File: src/rthsv_pkg.sv
// ----------------------------------------------------------------------------
// rthsv_pkg: shared types and constants for the rgb to hsv converter
// channel and hue widths, pipeline depth, sector codes and stage payloads
// ----------------------------------------------------------------------------
package rthsv_pkg;

  localparam int CHAN_W   = 8;
  localparam int HUE_FB   = 8;
  localparam int HUE_W    = HUE_FB + 3;
  localparam int QUO_W    = (HUE_FB + 1 > CHAN_W) ? HUE_FB + 1 : CHAN_W;
  localparam int NUM_W    = CHAN_W + QUO_W;
  localparam int PIPE_LAT = QUO_W + 3;

  localparam logic [HUE_W-1:0] HUE_TWO  = HUE_W'(2 << HUE_FB);
  localparam logic [HUE_W-1:0] HUE_FOUR = HUE_W'(4 << HUE_FB);
  localparam logic [HUE_W-1:0] HUE_SIX  = HUE_W'(6 << HUE_FB);

  typedef enum logic [1:0] {
    SEC_RED,
    SEC_GREEN,
    SEC_BLUE
  } sector_t;

  typedef struct packed {
    logic [CHAN_W-1:0] hi;
    sector_t           sector;
    logic              neg;
    logic              grey;
  } side_t;

  typedef struct packed {
    logic [CHAN_W-1:0] rem;
    logic [QUO_W-1:0]  acc;
    logic [CHAN_W-1:0] div;
  } div_lane_t;

  typedef struct packed {
    logic [QUO_W-1:0] hue_quo;
    logic             hue_rnz;
    logic [QUO_W-1:0] sat_quo;
    side_t            side;
  } div_res_t;

endpackage

File: src/rthsv_front.sv
// ----------------------------------------------------------------------------
// rthsv_front: two-stage front end
// picks largest and smallest channel and the sector, then forms chroma,
// the signed channel difference and the dividend of both divisions
// ----------------------------------------------------------------------------
module rthsv_front (
  input  logic                         clk,
  input  logic                         rst_n,
  input  logic                         in_vld,
  input  logic [rthsv_pkg::CHAN_W-1:0] red,
  input  logic [rthsv_pkg::CHAN_W-1:0] green,
  input  logic [rthsv_pkg::CHAN_W-1:0] blue,
  output logic                         out_vld,
  output rthsv_pkg::div_lane_t         hue_lane,
  output rthsv_pkg::div_lane_t         sat_lane,
  output rthsv_pkg::side_t             side
);
  import rthsv_pkg::*;

  logic              a_vld_r;
  logic [CHAN_W-1:0] a_hi_r, a_lo_r, a_opa_r, a_opb_r;
  sector_t           a_sec_r;
  logic [CHAN_W-1:0] hi_nxt, lo_nxt, opa_nxt, opb_nxt;
  sector_t           sec_nxt;

  logic              b_vld_r;
  div_lane_t         b_hue_r, b_sat_r;
  side_t             b_side_r;
  div_lane_t         hue_nxt, sat_nxt;
  side_t             side_nxt;
  logic [CHAN_W-1:0] chroma, mag;
  logic              neg;
  logic [NUM_W-1:0]  hue_num, sat_num;

  // max with red then green winning ties, min, sector operands
  always_comb begin
    if (red >= green && red >= blue) begin
      hi_nxt  = red;
      sec_nxt = SEC_RED;
      opa_nxt = green;
      opb_nxt = blue;
    end else if (green >= blue) begin
      hi_nxt  = green;
      sec_nxt = SEC_GREEN;
      opa_nxt = blue;
      opb_nxt = red;
    end else begin
      hi_nxt  = blue;
      sec_nxt = SEC_BLUE;
      opa_nxt = red;
      opb_nxt = green;
    end
    lo_nxt = red;
    if (green < lo_nxt) lo_nxt = green;
    if (blue < lo_nxt) lo_nxt = blue;
  end

  always_ff @(posedge clk) begin
    if (!rst_n) begin
      a_vld_r <= 1'b0;
    end else begin
      a_vld_r <= in_vld;
    end
    a_hi_r  <= hi_nxt;
    a_lo_r  <= lo_nxt;
    a_opa_r <= opa_nxt;
    a_opb_r <= opb_nxt;
    a_sec_r <= sec_nxt;
  end

  always_comb begin
    chroma  = a_hi_r - a_lo_r;
    neg     = a_opa_r < a_opb_r;
    mag     = neg ? (a_opb_r - a_opa_r) : (a_opa_r - a_opb_r);
    hue_num = NUM_W'(mag) << HUE_FB;
    sat_num = (NUM_W'(chroma) << CHAN_W) - NUM_W'(chroma);

    hue_nxt.rem = hue_num[NUM_W-1:QUO_W];
    hue_nxt.acc = hue_num[QUO_W-1:0];
    hue_nxt.div = chroma;
    sat_nxt.rem = sat_num[NUM_W-1:QUO_W];
    sat_nxt.acc = sat_num[QUO_W-1:0];
    sat_nxt.div = a_hi_r;

    side_nxt.hi     = a_hi_r;
    side_nxt.sector = a_sec_r;
    side_nxt.neg    = neg;
    side_nxt.grey   = (chroma == '0);
  end

  always_ff @(posedge clk) begin
    if (!rst_n) begin
      b_vld_r <= 1'b0;
    end else begin
      b_vld_r <= a_vld_r;
    end
    b_hue_r  <= hue_nxt;
    b_sat_r  <= sat_nxt;
    b_side_r <= side_nxt;
  end

  assign out_vld  = b_vld_r;
  assign hue_lane = b_hue_r;
  assign sat_lane = b_sat_r;
  assign side     = b_side_r;

endmodule

File: src/rthsv_divpipe.sv
// ----------------------------------------------------------------------------
// rthsv_divpipe: pipelined restoring divider, two lanes
// one quotient bit per stage for the hue fraction and the saturation
// ----------------------------------------------------------------------------
module rthsv_divpipe (
  input  logic                 clk,
  input  logic                 rst_n,
  input  logic                 in_vld,
  input  rthsv_pkg::div_lane_t hue_lane,
  input  rthsv_pkg::div_lane_t sat_lane,
  input  rthsv_pkg::side_t     side,
  output logic                 out_vld,
  output rthsv_pkg::div_res_t  res
);
  import rthsv_pkg::*;

  function automatic div_lane_t div_step(input div_lane_t l);
    logic [CHAN_W:0] t;
    logic [CHAN_W:0] d;
    div_lane_t       o;
    t = {l.rem, l.acc[QUO_W-1]};
    d = {1'b0, l.div};
    o = l;
    if (t >= d) begin
      o.rem = CHAN_W'(t - d);
      o.acc = {l.acc[QUO_W-2:0], 1'b1};
    end else begin
      o.rem = t[CHAN_W-1:0];
      o.acc = {l.acc[QUO_W-2:0], 1'b0};
    end
    return o;
  endfunction

  logic      vld_r  [QUO_W];
  div_lane_t hue_r  [QUO_W];
  div_lane_t sat_r  [QUO_W];
  side_t     side_r [QUO_W];

  genvar s;
  generate
    for (s = 0; s < QUO_W; s++) begin : g_stage
      logic      vld_prev;
      div_lane_t hue_prev, sat_prev, hue_nxt, sat_nxt;
      side_t     side_prev;

      if (s == 0) begin : g_first
        assign vld_prev  = in_vld;
        assign hue_prev  = hue_lane;
        assign sat_prev  = sat_lane;
        assign side_prev = side;
      end else begin : g_next
        assign vld_prev  = vld_r[s-1];
        assign hue_prev  = hue_r[s-1];
        assign sat_prev  = sat_r[s-1];
        assign side_prev = side_r[s-1];
      end

      assign hue_nxt = div_step(hue_prev);
      assign sat_nxt = div_step(sat_prev);

      always_ff @(posedge clk) begin
        if (!rst_n) begin
          vld_r[s] <= 1'b0;
        end else begin
          vld_r[s] <= vld_prev;
        end
        hue_r[s]  <= hue_nxt;
        sat_r[s]  <= sat_nxt;
        side_r[s] <= side_prev;
      end
    end
  endgenerate

  assign out_vld     = vld_r[QUO_W-1];
  assign res.hue_quo = hue_r[QUO_W-1].acc;
  assign res.hue_rnz = (hue_r[QUO_W-1].rem != '0);
  assign res.sat_quo = sat_r[QUO_W-1].acc;
  assign res.side    = side_r[QUO_W-1];

endmodule

File: src/rthsv_back.sv
// ----------------------------------------------------------------------------
// rthsv_back: result stage
// floors the signed fraction, adds the sector base with wrap, applies the
// grey and black special cases and registers the result
// ----------------------------------------------------------------------------
module rthsv_back (
  input  logic                         clk,
  input  logic                         rst_n,
  input  logic                         in_vld,
  input  rthsv_pkg::div_res_t          res,
  output logic                         out_vld,
  output logic [rthsv_pkg::HUE_W-1:0]  hue,
  output logic [rthsv_pkg::CHAN_W-1:0] saturation,
  output logic [rthsv_pkg::CHAN_W-1:0] brightness
);
  import rthsv_pkg::*;

  logic              vld_r;
  logic [HUE_W-1:0]  hue_r, hue_nxt, base;
  logic [CHAN_W-1:0] sat_r, sat_nxt, bri_r;
  logic [QUO_W:0]    frac_full;
  logic [HUE_W-1:0]  frac;

  always_comb begin
    // negative fraction rounds away from zero so the hue floors
    frac_full = {1'b0, res.hue_quo} + (QUO_W+1)'(res.side.neg & res.hue_rnz);
    frac      = HUE_W'(frac_full[HUE_FB:0]);
    case (res.side.sector)
      SEC_RED:   base = res.side.neg ? HUE_SIX : '0;
      SEC_GREEN: base = HUE_TWO;
      SEC_BLUE:  base = HUE_FOUR;
      default:   base = '0;
    endcase
    if (res.side.grey) begin
      hue_nxt = '0;
    end else if (res.side.neg) begin
      hue_nxt = base - frac;
    end else begin
      hue_nxt = base + frac;
    end
    sat_nxt = (res.side.hi == '0) ? '0 : res.sat_quo[CHAN_W-1:0];
  end

  always_ff @(posedge clk) begin
    if (!rst_n) begin
      vld_r <= 1'b0;
    end else begin
      vld_r <= in_vld;
    end
    hue_r <= hue_nxt;
    sat_r <= sat_nxt;
    bri_r <= res.side.hi;
  end

  assign out_vld    = vld_r;
  assign hue        = hue_r;
  assign saturation = sat_r;
  assign brightness = bri_r;

endmodule

File: src/rgb_to_hsv_convert.sv
// ----------------------------------------------------------------------------
// rgb_to_hsv_convert: fixed-point rgb to hsv pixel converter
// Takes one pixel per clock and returns hue (256 steps per sector, one turn
// is 1536), saturation floor(255*chroma/value) and value (largest channel).
// busy is always low: a request is taken on every cycle start is high. Each
// result appears for one cycle with out_valid high, after passing through the
// front end, the two long-division pipelines, which resolve one quotient bit
// per stage, and the result stage. There is no backpressure, so the receiver
// must take every result as it comes.
// ----------------------------------------------------------------------------
module rgb_to_hsv_convert (
  input  logic                         clk,
  input  logic                         rst_n,
  input  logic                         start,
  output logic                         busy,
  input  logic [rthsv_pkg::CHAN_W-1:0] in_red,
  input  logic [rthsv_pkg::CHAN_W-1:0] in_green,
  input  logic [rthsv_pkg::CHAN_W-1:0] in_blue,
  output logic                         out_valid,
  output logic [rthsv_pkg::HUE_W-1:0]  out_hue,
  output logic [rthsv_pkg::CHAN_W-1:0] out_saturation,
  output logic [rthsv_pkg::CHAN_W-1:0] out_brightness
);
  import rthsv_pkg::*;

  logic      fe_vld, dv_vld;
  div_lane_t fe_hue, fe_sat;
  side_t     fe_side;
  div_res_t  dv_res;

  assign busy = 1'b0;

  rthsv_front u_front (
    .clk      (clk),
    .rst_n    (rst_n),
    .in_vld   (start & ~busy),
    .red      (in_red),
    .green    (in_green),
    .blue     (in_blue),
    .out_vld  (fe_vld),
    .hue_lane (fe_hue),
    .sat_lane (fe_sat),
    .side     (fe_side)
  );

  rthsv_divpipe u_div (
    .clk      (clk),
    .rst_n    (rst_n),
    .in_vld   (fe_vld),
    .hue_lane (fe_hue),
    .sat_lane (fe_sat),
    .side     (fe_side),
    .out_vld  (dv_vld),
    .res      (dv_res)
  );

  rthsv_back u_back (
    .clk        (clk),
    .rst_n      (rst_n),
    .in_vld     (dv_vld),
    .res        (dv_res),
    .out_vld    (out_valid),
    .hue        (out_hue),
    .saturation (out_saturation),
    .brightness (out_brightness)
  );

`ifndef NO_ASSERTIONS
  a_lat_fwd: assert property (@(posedge clk) disable iff (!rst_n)
    start && !busy |-> ##PIPE_LAT out_valid)
    else $error("request produced no result");

  a_lat_bwd: assert property (@(posedge clk) disable iff (!rst_n)
    out_valid |-> $past(start, PIPE_LAT))
    else $error("result without request");

  a_hue_range: assert property (@(posedge clk) disable iff (!rst_n)
    out_valid |-> out_hue < HUE_SIX)
    else $error("hue beyond one turn");

  a_black: assert property (@(posedge clk) disable iff (!rst_n)
    out_valid && out_brightness == '0 |-> out_saturation == '0 && out_hue == '0)
    else $error("black pixel with nonzero hue or saturation");
`endif

endmodule
File: config.mk
export PLATFORM = sky130hd
export DESIGN_NAME = rgb_to_hsv_convert
export DESIGN_NICKNAME = d
export VERILOG_FILES = /design/src/rthsv_pkg.sv /design/src/rthsv_front.sv /design/src/rthsv_divpipe.sv /design/src/rthsv_back.sv /design/src/rgb_to_hsv_convert.sv
export SDC_FILE = /design/constraint.sdc
export NUM_CORES = 1
export LEC_CHECK = 0
export BUFFER_PORTS_ARGS = -buffer_cell sky130_fd_sc_hd__buf_2
export CORE_ASPECT_RATIO = 0.9
export CORE_MARGIN = 2
export CORE_UTILIZATION = 50
export DETAILED_ROUTE_END_ITERATION = 10
export GPL_TIMING_DRIVEN = 0
export PLACE_DENSITY = 0.69
export SLEW_MARGIN = 15
export SYNTH_ARGS = -nofsm -noshare
export SYNTH_HDL_FRONTEND = slang
export SYNTH_SLANG_ARGS = --single-unit
File: constraint.sdc
create_clock -name clk -period 3.2 [get_ports clk]
set_input_delay 0.48 -clock clk [delete_from_list [all_inputs] [get_ports clk]]
set_output_delay 0.48 -clock clk [all_outputs]
set_load 0.02 [all_outputs]
==> results.sh <==
export IMPL_yosysWarnings=0
export IMPL_cts_htree_levels=2
export IMPL_holdBufCountCts=0
export IMPL_setup_viol=0
export IMPL_cp_slowest_stage_delay_ns=0.44
export IMPL_path_clk_slew_ns=0.06
export IMPL_finalMaxSlewViolations=0
export IMPL_die_h_um=199
export IMPL_cp_end_kind="flip-flop"
export IMPL_n_antenna_cell=0
export IMPL_drc=0
export IMPL_cp_slowest_cell="a2111o_1"
export IMPL_finalSetupTns_ns=0
export IMPL_routed_via_density=4.88
export IMPL_hold_ws_ns=0.114
export IMPL_fin_skew_ns=0.0126
export IMPL_wl_per_cell_um=12.7
export IMPL_clock_path_buffers=3
export IMPL_ant_nets=0
export IMPL_rows=71
export IMPL_synthFlopType="dfxtp_1"
export IMPL_cts_buffers=53
export IMPL_hpwl_um=26800
export IMPL_synthArstFlopShare_pct=0
export IMPL_core_um2=41800
export IMPL_synth_edff_count=0
export IMPL_status="complete, no violations"
export IMPL_ys_ff_latch=534
export IMPL_ys_types=64
export IMPL_syn_area_um2=21200
export IMPL_vias=13600
export IMPL_path_cells="nor4_4 -> a21boi_1 -> ha_2 -> ha_4 -> inv_1 -> ha_2 -> nor2_1 -> a2111o_1 -> a31oi_4 -> nand3_2 -> nor3_2 -> a31oi_1 -> xnor2_1 -> nor2_1"
export IMPL_die_w_um=221
export IMPL_fin_crit_ns=2.98
export IMPL_tightest_slew_ns=0.723
export IMPL_slew_headroom_pct=51.5
export IMPL_cts_root_buf="clkbuf_16"
export IMPL_clk_latency_ns=0.59
export IMPL_cap_violations=0
export IMPL_clock_sinks=534
export IMPL_cts_tree="yes"
export IMPL_grt_max_degree=16
export IMPL_antenna_found_initial=0
export IMPL_multi_input_area_um2=9420
export IMPL_seqCellArea_um2=10700
export IMPL_worst_path_max_fanout=6
export IMPL_syn2layout_area_growth_pct=14.2
export IMPL_drive_gt1_share_pct=10.7
export IMPL_num_io_pins=56
export IMPL_wirelength_um=35400
export IMPL_crit_buf_inv=1
export IMPL_drtIter0Drc=441
export IMPL_critPathTopFamily="compound AO/OA/AOI/OAI gates"
export IMPL_gp_congestion=0.889
export IMPL_portBuffers=54
export IMPL_worstPathRequired_ns=3.67
export IMPL_fmax_mhz=336
export IMPL_syn_area_per_cell_um2=10.2
export IMPL_final_fill_count=3474
export IMPL_dr_pass1_iters=5
export IMPL_grt_pass1_vias=13900
export IMPL_hp_class="in2reg"
export IMPL_grt_first_pass_wirelength_um=61400
export IMPL_finalHoldViolations=0
export IMPL_critPathKind="reg2reg"
export IMPL_grt_overflow_total=0
export IMPL_fin_crit_sh_pct=93.0
export IMPL_synthCells=2075
export IMPL_die_area_um2=44000
export IMPL_ys_seq_area_share_pct=50.5
export IMPL_grt_usage_pct=16.6
export IMPL_start_util_pct=50.7
export IMPL_critPathLaunchType="flip-flop"
export IMPL_final_nets=2439
export IMPL_critPathArrivalTime_ns=3.44
-- cells by family (layout without fill, tap and decap cells) --
group / count (synthesis) / in the layout / synth area share, %
buffers and inverters: 283 / 441 / 5.22
adders and majority gates: 223 / 223 / 13.9
and+or+nand+nor: 446 / 446 / 10.5
DFF: 534 / 534 / 50.5
muxes: 72 / 72 / 3.56
other: 1 / 2 / 0.0177
xor gates and xnor gates: 124 / 124 / 5.17
AOI/OAI and AO/OA: 392 / 392 / 11.1
-- final cells by class --
| class | count | share of cell area, % |
|---|---|---|
| inverters | 249 | 3.87 |
| clock inverters | 34 | 2.02 |
| multi-input cells | 1259 | 39.0 |
| flip-flops and latches | 534 | 44.3 |
| well taps | 547 | 2.83 |
| clock buffers | 66 | 5.98 |
| repair buffers | 59 | 1.33 |
| plain buffers | 33 | 0.725 |
-- per-layer routing --
layer | GRT usage, % | vias to the layer above | part of all wire [%]
met5 | 0 | - | 0
met3 | 2.84 | 89 | 3.2
met4 | 7.36 | 0 | 3.6
met2 | 31.7 | 187 | 51
met1 | 18.0 | 6171 | 43
li1 | - | 7117 | -
-- flip-flops by register name (all words and copies together) (netlist names) --
signal	cells
u_back.brightness	8
u_back.hue	11
u_back.out_vld	1
u_back.saturation	8
u_div.hue_r	173
u_div.sat_r	208
u_div.side_r	36
u_div.vld_r	9
u_front.a_hi_r	8
u_front.a_lo_r	8
u_front.a_opa_r	8
u_front.a_opb_r	8
u_front.a_sec_r	2
u_front.a_vld_r	1
u_front.hue_lane	16
u_front.out_vld	1
u_front.sat_lane	24
u_front.side	4
-- metrics by stage --
| step | area [um^2] | std cells | worst slack [ns] | utilization, % |
|---|---|---|---|---|
| 2_1_floorplan | 21200 | 2076 | 0.126 | - |
| 3_3_place_gp | 22100 | 2677 | -0.390 | 53.0 |
| 3_5_place_dp | 22100 | 2677 | -0.437 | 53.0 |
| 4_1_cts | 24100 | 2776 | 0.0213 | 57.7 |
| 5_1_grt | 24200 | 2781 | -0.00467 | 57.9 |
| 6_report | 24200 | 2781 | 0.224 | 57.9 |
-- synthesized netlist by cell type, types with 3 or more instances --
cell type / instances / area, um^2
fa_1: 20 / 400
o21ai_1: 7 / 35.0
nand4_1: 27 / 169
a2bb2oi_1: 16 / 140
buf_2: 12 / 60.1
inv_1: 249 / 935
a31oi_1: 6 / 37.5
o22ai_1: 15 / 93.8
and2_1: 32 / 200
buf_6: 3 / 33.8
mux2_2: 22 / 248
xnor2_1: 92 / 806
or2_2: 18 / 113
nor3_1: 4 / 20.0
ha_1: 203 / 2540
a21boi_0: 33 / 248
xor2_1: 31 / 272
nand2_1: 55 / 206
mux2i_1: 49 / 490
o21bai_1: 3 / 22.5
nor2b_1: 46 / 288
a21oi_1: 168 / 841
clkbuf_1: 18 / 67.6
dfxtp_1: 534 / 10700
nor4_1: 6 / 37.5
a21o_1: 29 / 218
nor2_1: 183 / 687
and3_1: 6 / 37.5
nand3_1: 16 / 80.1
o21ai_0: 91 / 455
nand2b_1: 41 / 257
o21ai_2: 3 / 26.3
-- cells in the final DEF, fill, tap and decap left out, types with 29 or more instances in the layout --
| cell | synthesis | layout |
|---|---|---|
| o21ai_0 | 91 | 91 |
| inv_1 | 249 | 249 |
| clkbuf_16 | 0 | 53 |
| a21boi_0 | 33 | 32 |
| xnor2_1 | 92 | 92 |
| nor2b_1 | 46 | 46 |
| nand2b_1 | 41 | 41 |
| ha_1 | 203 | 200 |
| nand2_1 | 55 | 54 |
| a21o_1 | 29 | 29 |
| nor2_1 | 183 | 183 |
| and2_1 | 32 | 32 |
| a21oi_1 | 168 | 168 |
| buf_2 | 12 | 66 |
| xor2_1 | 31 | 31 |
| dfxtp_1 | 534 | 533 |
| mux2i_1 | 49 | 49 |
-- timing repair --
| action | in CTS | in global routing |
|---|---|---|
| endpoints found under the setup margin | 6 | 7 |
| resized for setup | 7 | 8 |
| pin swaps | 0 | 6 |
| buffers inserted | 0 | 5 |
-- final timing paths --
check	from	to	slack [ns]	depth (start not counted)
worst max-delay path	u_div.hue_r[0][223]	u_back.hue[10]	0.22	14
worst min-delay path	start	u_front.a_vld_r	0.11	2
worst min register to register	u_div.sat_r[4][10]	u_div.sat_r[5][11]	0.32	0
worst max register to register	u_div.hue_r[0][223]	u_back.hue[10]	0.22	14
Power is not shown: default switching activity piles up to over one toggle a cycle in this logic, so the estimate is an artifact.
